**config.mk**
```make
export PLATFORM = sky130hd
export DESIGN_NAME = stepper_shortest_path_positioner
export DESIGN_NICKNAME = d
export VERILOG_FILES = /design/src/rtl/ssp_pkg.sv /design/src/rtl/ssp_cfg_regs.sv /design/src/rtl/ssp_step_core.sv /design/src/rtl/stepper_shortest_path_positioner.sv
export SDC_FILE = /design/constraint.sdc
export NUM_CORES = 1
export LEC_CHECK = 0
export BUFFER_PORTS_ARGS = -buffer_cell sky130_fd_sc_hd__buf_2
export CORE_MARGIN = 5
export CORE_UTILIZATION = 55
export DETAILED_ROUTE_END_ITERATION = 10
export MAX_ROUTING_LAYER = met4
export PLACE_DENSITY = 0.78
export SYNTH_ARGS = -nofsm -noshare
export SYNTH_HDL_FRONTEND = slang
export SYNTH_SLANG_ARGS = --single-unit
```
**constraint.sdc**
```tcl
create_clock -name clk -period 16.5 [get_ports clk]
set_clock_uncertainty 0.2 [all_clocks]
set_input_delay 2.475 -clock clk [delete_from_list [all_inputs] [get_ports clk]]
set_output_delay 2.475 -clock clk [all_outputs]
set_load 0.05 [all_outputs]
```
**src/rtl/ssp_pkg.sv**
```systemverilog
package ssp_pkg;

    localparam int unsigned MAX_MICROSTEPS = 16384;

    localparam int POS_W    = 15;
    localparam int PERIOD_W = 16;
    localparam int CCW_W    = 2;
    localparam int CNT_W    = 16;
    localparam int CMD_W    = 2;
    localparam int IDX_W    = 2;
    localparam int CFG_W    = 16;

    // commands
    localparam logic [CMD_W-1:0] CMD_TICK   = 2'd0;
    localparam logic [CMD_W-1:0] CMD_MOVE   = 2'd1;
    localparam logic [CMD_W-1:0] CMD_SETPOS = 2'd2;

    // register indexes
    localparam logic [IDX_W-1:0] REG_REV    = 2'd0;
    localparam logic [IDX_W-1:0] REG_PERIOD = 2'd1;
    localparam logic [IDX_W-1:0] REG_CCW    = 2'd2;

    localparam logic [POS_W-1:0]    RESET_REV    = 15'd8000;
    localparam logic [PERIOD_W-1:0] RESET_PERIOD = 16'd8;
    localparam logic [CCW_W-1:0]    RESET_CCW    = 2'd2;

    localparam logic [POS_W-1:0] REV_MAX = POS_W'(MAX_MICROSTEPS);

    // effective (clamped) configuration
    typedef struct packed {
        logic [POS_W-1:0]    rev;
        logic [PERIOD_W-1:0] period;
        logic                ccw_two;   // 1: ccw steps need feedback edge pairs
    } cfg_t;

    typedef struct packed {
        logic [CMD_W-1:0] command;
        logic [POS_W-1:0] target;
        logic             feedback_edge;
    } item_t;

    typedef struct packed {
        logic             step_pulse;
        logic             direction;
        logic             busy_res;
        logic [POS_W-1:0] position;
        logic             rejected;
    } res_t;

endpackage

```
**src/rtl/ssp_cfg_regs.sv**
```systemverilog
module ssp_cfg_regs (
    input  logic                    clk,
    input  logic                    rst_n,
    input  logic                    wr_en,
    input  logic [ssp_pkg::IDX_W-1:0] wr_index,
    input  logic [ssp_pkg::CFG_W-1:0] wr_data,
    output ssp_pkg::cfg_t           cfg
);
    import ssp_pkg::*;

    logic [POS_W-1:0]    rev_reg;
    logic [PERIOD_W-1:0] period_reg;
    logic [CCW_W-1:0]    ccw_reg;

    always_ff @(posedge clk or negedge rst_n)
    begin
        if (!rst_n)
        begin
            rev_reg    <= RESET_REV;
            period_reg <= RESET_PERIOD;
            ccw_reg    <= RESET_CCW;
        end
        else if (wr_en)
        begin
            unique case (wr_index)
                REG_REV:    rev_reg    <= wr_data[POS_W-1:0];
                REG_PERIOD: period_reg <= wr_data[PERIOD_W-1:0];
                REG_CCW:    ccw_reg    <= wr_data[CCW_W-1:0];
                default:    ;
            endcase
        end
    end

    // clamp to usable ranges
    always_comb
    begin
        if (rev_reg < POS_W'(2))
            cfg.rev = POS_W'(2);
        else if (rev_reg > REV_MAX)
            cfg.rev = REV_MAX;
        else
            cfg.rev = rev_reg;
        cfg.period  = (period_reg < PERIOD_W'(2)) ? PERIOD_W'(2) : period_reg;
        cfg.ccw_two = ccw_reg[1];   // 0,1 -> single feedback edge per ccw step; 2,3 -> feedback edge pair
    end

endmodule

```
**src/rtl/ssp_step_core.sv**
```systemverilog
module ssp_step_core (
    input  logic          clk,
    input  logic          rst_n,
    input  logic          fire,
    input  ssp_pkg::item_t item,
    input  ssp_pkg::cfg_t  cfg,
    output ssp_pkg::res_t  res
);
    import ssp_pkg::*;

    localparam int SW = 20;   // signed work width for positions and deltas

    logic [POS_W-1:0] cur_pos_reg, cur_pos_next;
    logic [POS_W-1:0] goal_reg, goal_next;
    logic [CNT_W-1:0] cnt_reg, cnt_next;
    logic [CNT_W-1:0] req_reg, req_next;
    logic [PERIOD_W-1:0] wave_reg, wave_next;
    logic cw_reg, cw_next;
    logic moving_reg, moving_next;

    logic is_pos_cmd, rej, do_tick, do_move, done, level, plan;
    logic [PERIOD_W-1:0] wave0;
    logic [PERIOD_W:0]   wave_inc;
    logic [CNT_W-1:0]    cnt1;
    logic signed [SW-1:0] m_s, pos_a, pos_b, d0, d1, d2;
    logic [POS_W-1:0]    plan_cur, plan_goal, tick_pos;
    logic [SW-1:0]       steps;
    logic [SW:0]         need;
    logic                plan_small;

    always_comb
    begin
        is_pos_cmd = (item.command == CMD_MOVE) || (item.command == CMD_SETPOS);
        rej        = is_pos_cmd && (moving_reg || (item.target > cfg.rev));
        do_tick    = (!is_pos_cmd || moving_reg) && moving_reg;
        do_move    = is_pos_cmd && !rej && (item.command == CMD_MOVE);
        m_s        = SW'($signed({1'b0, cfg.rev}));

        // square wave and edge count
        wave0    = (wave_reg >= cfg.period) ? '0 : wave_reg;
        level    = do_tick && (wave0 < (cfg.period >> 1));
        wave_inc = {1'b0, wave0} + (PERIOD_W+1)'(1);
        cnt1     = (item.feedback_edge && (cnt_reg != '1)) ? cnt_reg + CNT_W'(1) : cnt_reg;
        done     = do_tick && (cnt1 >= req_reg);

        // position after a finished segment
        if (cw_reg)
            pos_a = $signed({5'b0, cur_pos_reg}) + $signed({4'b0, cnt1});
        else
            pos_a = $signed({5'b0, cur_pos_reg})
                  - $signed({4'b0, (cfg.ccw_two ? (cnt1 >> 1) : cnt1)});
        if (pos_a > m_s)
            pos_b = pos_a - m_s;
        else if (pos_a < 0)
            pos_b = pos_a + m_s;
        else
            pos_b = pos_a;
        tick_pos = (pos_b < 0) ? '0 : pos_b[POS_W-1:0];

        // shared segment planner
        plan      = done || do_move;
        plan_cur  = done ? tick_pos : cur_pos_reg;
        plan_goal = do_move ? item.target : goal_reg;
        d0 = $signed({5'b0, plan_goal}) - $signed({5'b0, plan_cur});
        d1 = d0 <<< 1;
        if (d1 > m_s)
            d2 = d0 - m_s;
        else if (d1 < -m_s)
            d2 = d0 + m_s;
        else
            d2 = d0;
        plan_small = (d2 >= -1) && (d2 <= 1);
        steps = (d2 < 0) ? SW'(-d2) : SW'(d2);
        need  = (d2 > 0 || !cfg.ccw_two) ? {1'b0, steps} : {steps, 1'b0};

        cur_pos_next = cur_pos_reg;
        goal_next    = goal_reg;
        cnt_next     = cnt_reg;
        req_next     = req_reg;
        wave_next    = wave_reg;
        cw_next      = cw_reg;
        moving_next  = moving_reg;

        if (do_tick)
        begin
            wave_next = (wave_inc >= {1'b0, cfg.period}) ? '0 : wave_inc[PERIOD_W-1:0];
            cnt_next  = cnt1;
        end
        if (done)
            cur_pos_next = tick_pos;
        if (do_move)
            goal_next = item.target;
        if (is_pos_cmd && !rej && (item.command == CMD_SETPOS))
            cur_pos_next = item.target;
        if (plan)
        begin
            if (plan_small)
                moving_next = 1'b0;
            else
            begin
                cw_next     = d2 > 0;
                req_next    = (need > (SW+1)'(16'hFFFF)) ? '1 : need[CNT_W-1:0];
                cnt_next    = '0;
                wave_next   = '0;
                moving_next = 1'b1;
            end
        end

        res.step_pulse = level;
        res.direction  = cw_next;
        res.busy_res   = moving_next;
        res.position   = cur_pos_next;
        res.rejected   = rej;
    end

    always_ff @(posedge clk or negedge rst_n)
    begin
        if (!rst_n)
        begin
            cur_pos_reg <= '0;
            goal_reg    <= '0;
            cnt_reg     <= '0;
            req_reg     <= '0;
            wave_reg    <= '0;
            cw_reg      <= 1'b0;
            moving_reg  <= 1'b0;
        end
        else if (fire)
        begin
            cur_pos_reg <= cur_pos_next;
            goal_reg    <= goal_next;
            cnt_reg     <= cnt_next;
            req_reg     <= req_next;
            wave_reg    <= wave_next;
            cw_reg      <= cw_next;
            moving_reg  <= moving_next;
        end
    end

endmodule

```
**src/rtl/stepper_shortest_path_positioner.sv**
```systemverilog
// Stepper positioner, shortest path in whole microsteps.
// Items pass through the input register, then the step core writes its state and
// the result register together when the item advances.
// Throughput: one item per cycle unless the receiver stalls the result register.
// Reset (rst_n, async, active low): position, goal, counters and flags clear,
// registers return to 8000 microsteps/rev, period 8, two ccw edges per step.
module stepper_shortest_path_positioner (
    input  logic        clk,
    input  logic        rst_n,
    // input items
    input  logic        s_tvalid,
    output logic        s_tready,
    input  logic [15:0] s_tdata,   // [14:0] target, [15] feedback_edge
    input  logic [1:0]  s_tuser,   // [1:0] command
    // result items
    output logic        m_tvalid,
    input  logic        m_tready,
    output logic [23:0] m_tdata,   // [0] step_pulse, [1] direction, [2] busy_res,
                                   // [17:3] position, [18] rejected, [23:19] zero
    // configuration writes
    input  logic        cfg_valid,
    output logic        cfg_ready,
    input  logic [1:0]  cfg_index,
    input  logic [15:0] cfg_data
);
    import ssp_pkg::*;

    cfg_t  cfg;
    item_t in_reg;
    logic  in_valid_reg;
    res_t  out_reg;
    res_t  core_res;
    logic  out_valid_reg;
    logic  advance;

    // config is always writable; the core only samples it when an item fires
    assign cfg_ready = 1'b1;

    ssp_cfg_regs u_cfg (
        .clk      (clk),
        .rst_n    (rst_n),
        .wr_en    (cfg_valid),
        .wr_index (cfg_index),
        .wr_data  (cfg_data),
        .cfg      (cfg)
    );

    // an item in the input register moves on when the result slot is free
    // or being emptied this cycle
    assign advance  = in_valid_reg && (!out_valid_reg || m_tready);
    assign s_tready = !in_valid_reg || advance;

    always_ff @(posedge clk or negedge rst_n)
    begin
        if (!rst_n)
            in_valid_reg <= 1'b0;
        else if (s_tready)
            in_valid_reg <= s_tvalid;
    end

    // payload needs no reset
    always_ff @(posedge clk)
    begin
        if (s_tvalid && s_tready)
        begin
            in_reg.command       <= s_tuser;
            in_reg.target        <= s_tdata[14:0];
            in_reg.feedback_edge <= s_tdata[15];
        end
    end

    ssp_step_core u_core (
        .clk   (clk),
        .rst_n (rst_n),
        .fire  (advance),
        .item  (in_reg),
        .cfg   (cfg),
        .res   (core_res)
    );

    // result register
    always_ff @(posedge clk or negedge rst_n)
    begin
        if (!rst_n)
            out_valid_reg <= 1'b0;
        else if (advance)
            out_valid_reg <= 1'b1;
        else if (m_tready)
            out_valid_reg <= 1'b0;
    end

    always_ff @(posedge clk)
    begin
        if (advance)
            out_reg <= core_res;
    end

    assign m_tvalid = out_valid_reg;
    assign m_tdata  = {5'b0, out_reg.rejected, out_reg.position, out_reg.busy_res,
                       out_reg.direction, out_reg.step_pulse};

endmodule

```
==> flow_summary.json <==
{
  "tightestPinTransition_ns": 1.17,
  "port_buffers": 61,
  "holdBufCountCts": 0,
  "grt_max_degree": 62,
  "drt_pass1_iterations": 6,
  "fin_crit_ns": 15.40,
  "slowest_delay_ns": 0.80,
  "slew_violations": 0,
  "largest_register_ffs": 19,
  "worst_hold_slack_ns": 0.277,
  "io_pins": 68,
  "wirelength_um": 54700,
  "finalHoldViolations": 0,
  "grt_pass1_vias": 14800,
  "maxCapViolCount": 0,
  "status": "finished, final reports clean",
  "vias": 15600,
  "grt_usage_pct": 32.5,
  "ys_types": 99,
  "rsz0062_at_grt": "no",
  "cts_buffer_depth": 2,
  "period_share_pct": 93.3,
  "antennaDiodeCount": 0,
  "clkSlewWorstSetupHoldPaths_ns": 0.07,
  "postCtsSetupBuffers": 0,
  "initial_utilization_pct": 55.9,
  "die_y_um": 184,
  "vias_per_cell": 6.58,
  "final_layout_size_suffix_gt1_share_pct": 11.1,
  "ys_warn_count": 0,
  "ys_seq_elements": 151,
  "ff2ff_path_depth": 48,
  "area_growth_pct": 7.30,
  "antenna_left": 0,
  "cp-end-kind": "flop",
  "place_congestion": 1.06,
  "final_cell_mix": "ha_1 (220), inv_1 (145), a21oi_1 (142), nor2_1 (131), nand2_1 (131)",
  "cts_tree": "built",
  "final_common_cell": "ha_1",
  "worst-path-max-fanout": 18,
  "drc": 0,
  "cts.sinks": 151,
  "synth_top_flop_cell": "dfrtp_1",
  "post-dp-hpwl_um": 42000,
  "async_flop_share_pct": 75.5,
  "place_ws_ns": 1.22,
  "crit_arrival_ns": 15.53,
  "start_kind": "flop",
  "fmax_mhz": 64.9,
  "synth_largest_area_cell": "ha_1",
  "h-tree-depth": 4,
  "grt_pass1_wl_um": 83400,
  "die_w_um": 184,
  "synth_area_leaders": "ha_1 (17%), dfrtp_1 (16%), edfxtp_1 (6.7%), a21oi_1 (4.3%), mux2_2 (3.6%)",
  "slew_headroom_pct": 21.8,
  "fin_ws_ns": 1.10,
  "seq_area_frac_synth_pct": 23.9,
  "syn_area_per_cell_um2": 8.59,
  "insertion_delay_ns": 0.45,
  "hp-class": "reg2reg",
  "required_ns": 16.62,
  "cts_root_buf": "clkbuf_16",
  "hold_depth": 2,
  "worstSetupPathType": "reg2reg",
  "fin_util_pct": 60.0,
  "drt_iter0_markers": 1873,
  "antenna_found_initial": 0,
  "synth-edff-count": 37,
  "die-area_um2": 33800,
  "coreArea_um2": 29700,
  "cts_buffers": 17,
  "grt_overflow": 0,
  "netlist_instances": 1935,
  "syn_area_um2": 16600,
  "final_nets": 2235,
  "wl_per_cell_um": 23.1,
  "finalSetupViolCount": 0,
  "critPathSlowestCell": "and2_1",
  "yosysTopAreaCellShare_pct": 16.6,
  "rows": 63,
  "setup_tns_ns": 0
}
## timing repair
action,4_1_cts,5_1_grt
resized for setup,0,1
endpoints found under the setup margin,0,7
endpoints found under the hold margin,0,0
## synth_stat cells (32+ instances only)
cell type    n
ha_1       220
inv_1      146
a21oi_1    142
nand2_1    131
nor2_1     131
dfrtp_1    106
o21ai_0     90
xnor2_1     67
mux2_2      53
clkbuf_1    49
nand3_1     49
a21o_1      48
nor3_1      41
mux2i_1     40
edfxtp_1    37
and2_1      34
nand2b_1    34
a31oi_1     32
## cell families (layout without fill, tap and decap cells)
| logic type | after synthesis | after routing | synth area share [%] |
|---|---|---|---|
| buffers and inverters | 219 | 254 | 5.44 |
| adder cells (fa/ha/maj) | 227 | 227 | 17.4 |
| multiplexers | 96 | 96 | 6.23 |
| other | 2 | 12 | 0.0452 |
| AND/OR/NAND/NOR | 577 | 577 | 17.7 |
| flip-flops | 151 | 151 | 23.9 |
| XOR/XNOR | 98 | 98 | 5.17 |
| AO/OA/AOI/OAI | 565 | 565 | 24.1 |
## final timing paths
path	slack, ns	start	endpoint
max	1.10	u_core.cnt_reg[11]	u_core.req_reg[15]
min	0.28	u_core.goal_reg[12]	u_core.goal_reg[12]
max reg2reg	1.10	u_core.cnt_reg[11]	u_core.req_reg[15]
min reg2reg	0.28	u_core.goal_reg[12]	u_core.goal_reg[12]
max in group asynchronous	12.85	rst_n	u_core.req_reg[15]
min in group asynchronous	1.97	rst_n	u_cfg.rev_reg[7]
## worst max-delay path: cells and delay by family, from the launching register on
family / cells / cell delay, ns
fa+ha+maj: 5 / 1.87
mux: 3 / 0.89
compound gates: 20 / 6.69
xor+xnor: 2 / 1.05
flops: 1 / 0.41
simple gates: 16 / 3.77
buf+inv: 2 / 0.37
## cell type report
type | count | area (um^2)
clock buffer | 20 | 458
clock inverter | 12 | 138
fill | 2573 | 11900
inverter | 147 | 552
multi-input combinational | 1575 | 11800
sequential | 151 | 3970
tap | 390 | 488
timing repair buffer | 75 | 413
## layer usage
layer	vias up	global-route usage, %	wire, um
met1	7506	43.3	23600
met4	0	11.8	2000
met5	-	-	0
li1	7193	-	-
met2	766	49.9	24400
met3	132	5.70	4710
## per-stage QoR
step / instances / area [um^2]
floorplan: 1945 / 16700
global placement: 2338 / 17200
detailed placement: 2338 / 17200
CTS: 2370 / 17800
global route: 2370 / 17800
finish: 2370 / 17800
Power is left out: the tool's default activity adds up to more than one toggle a clock period on the data nets, which glitch-free logic cannot reach.
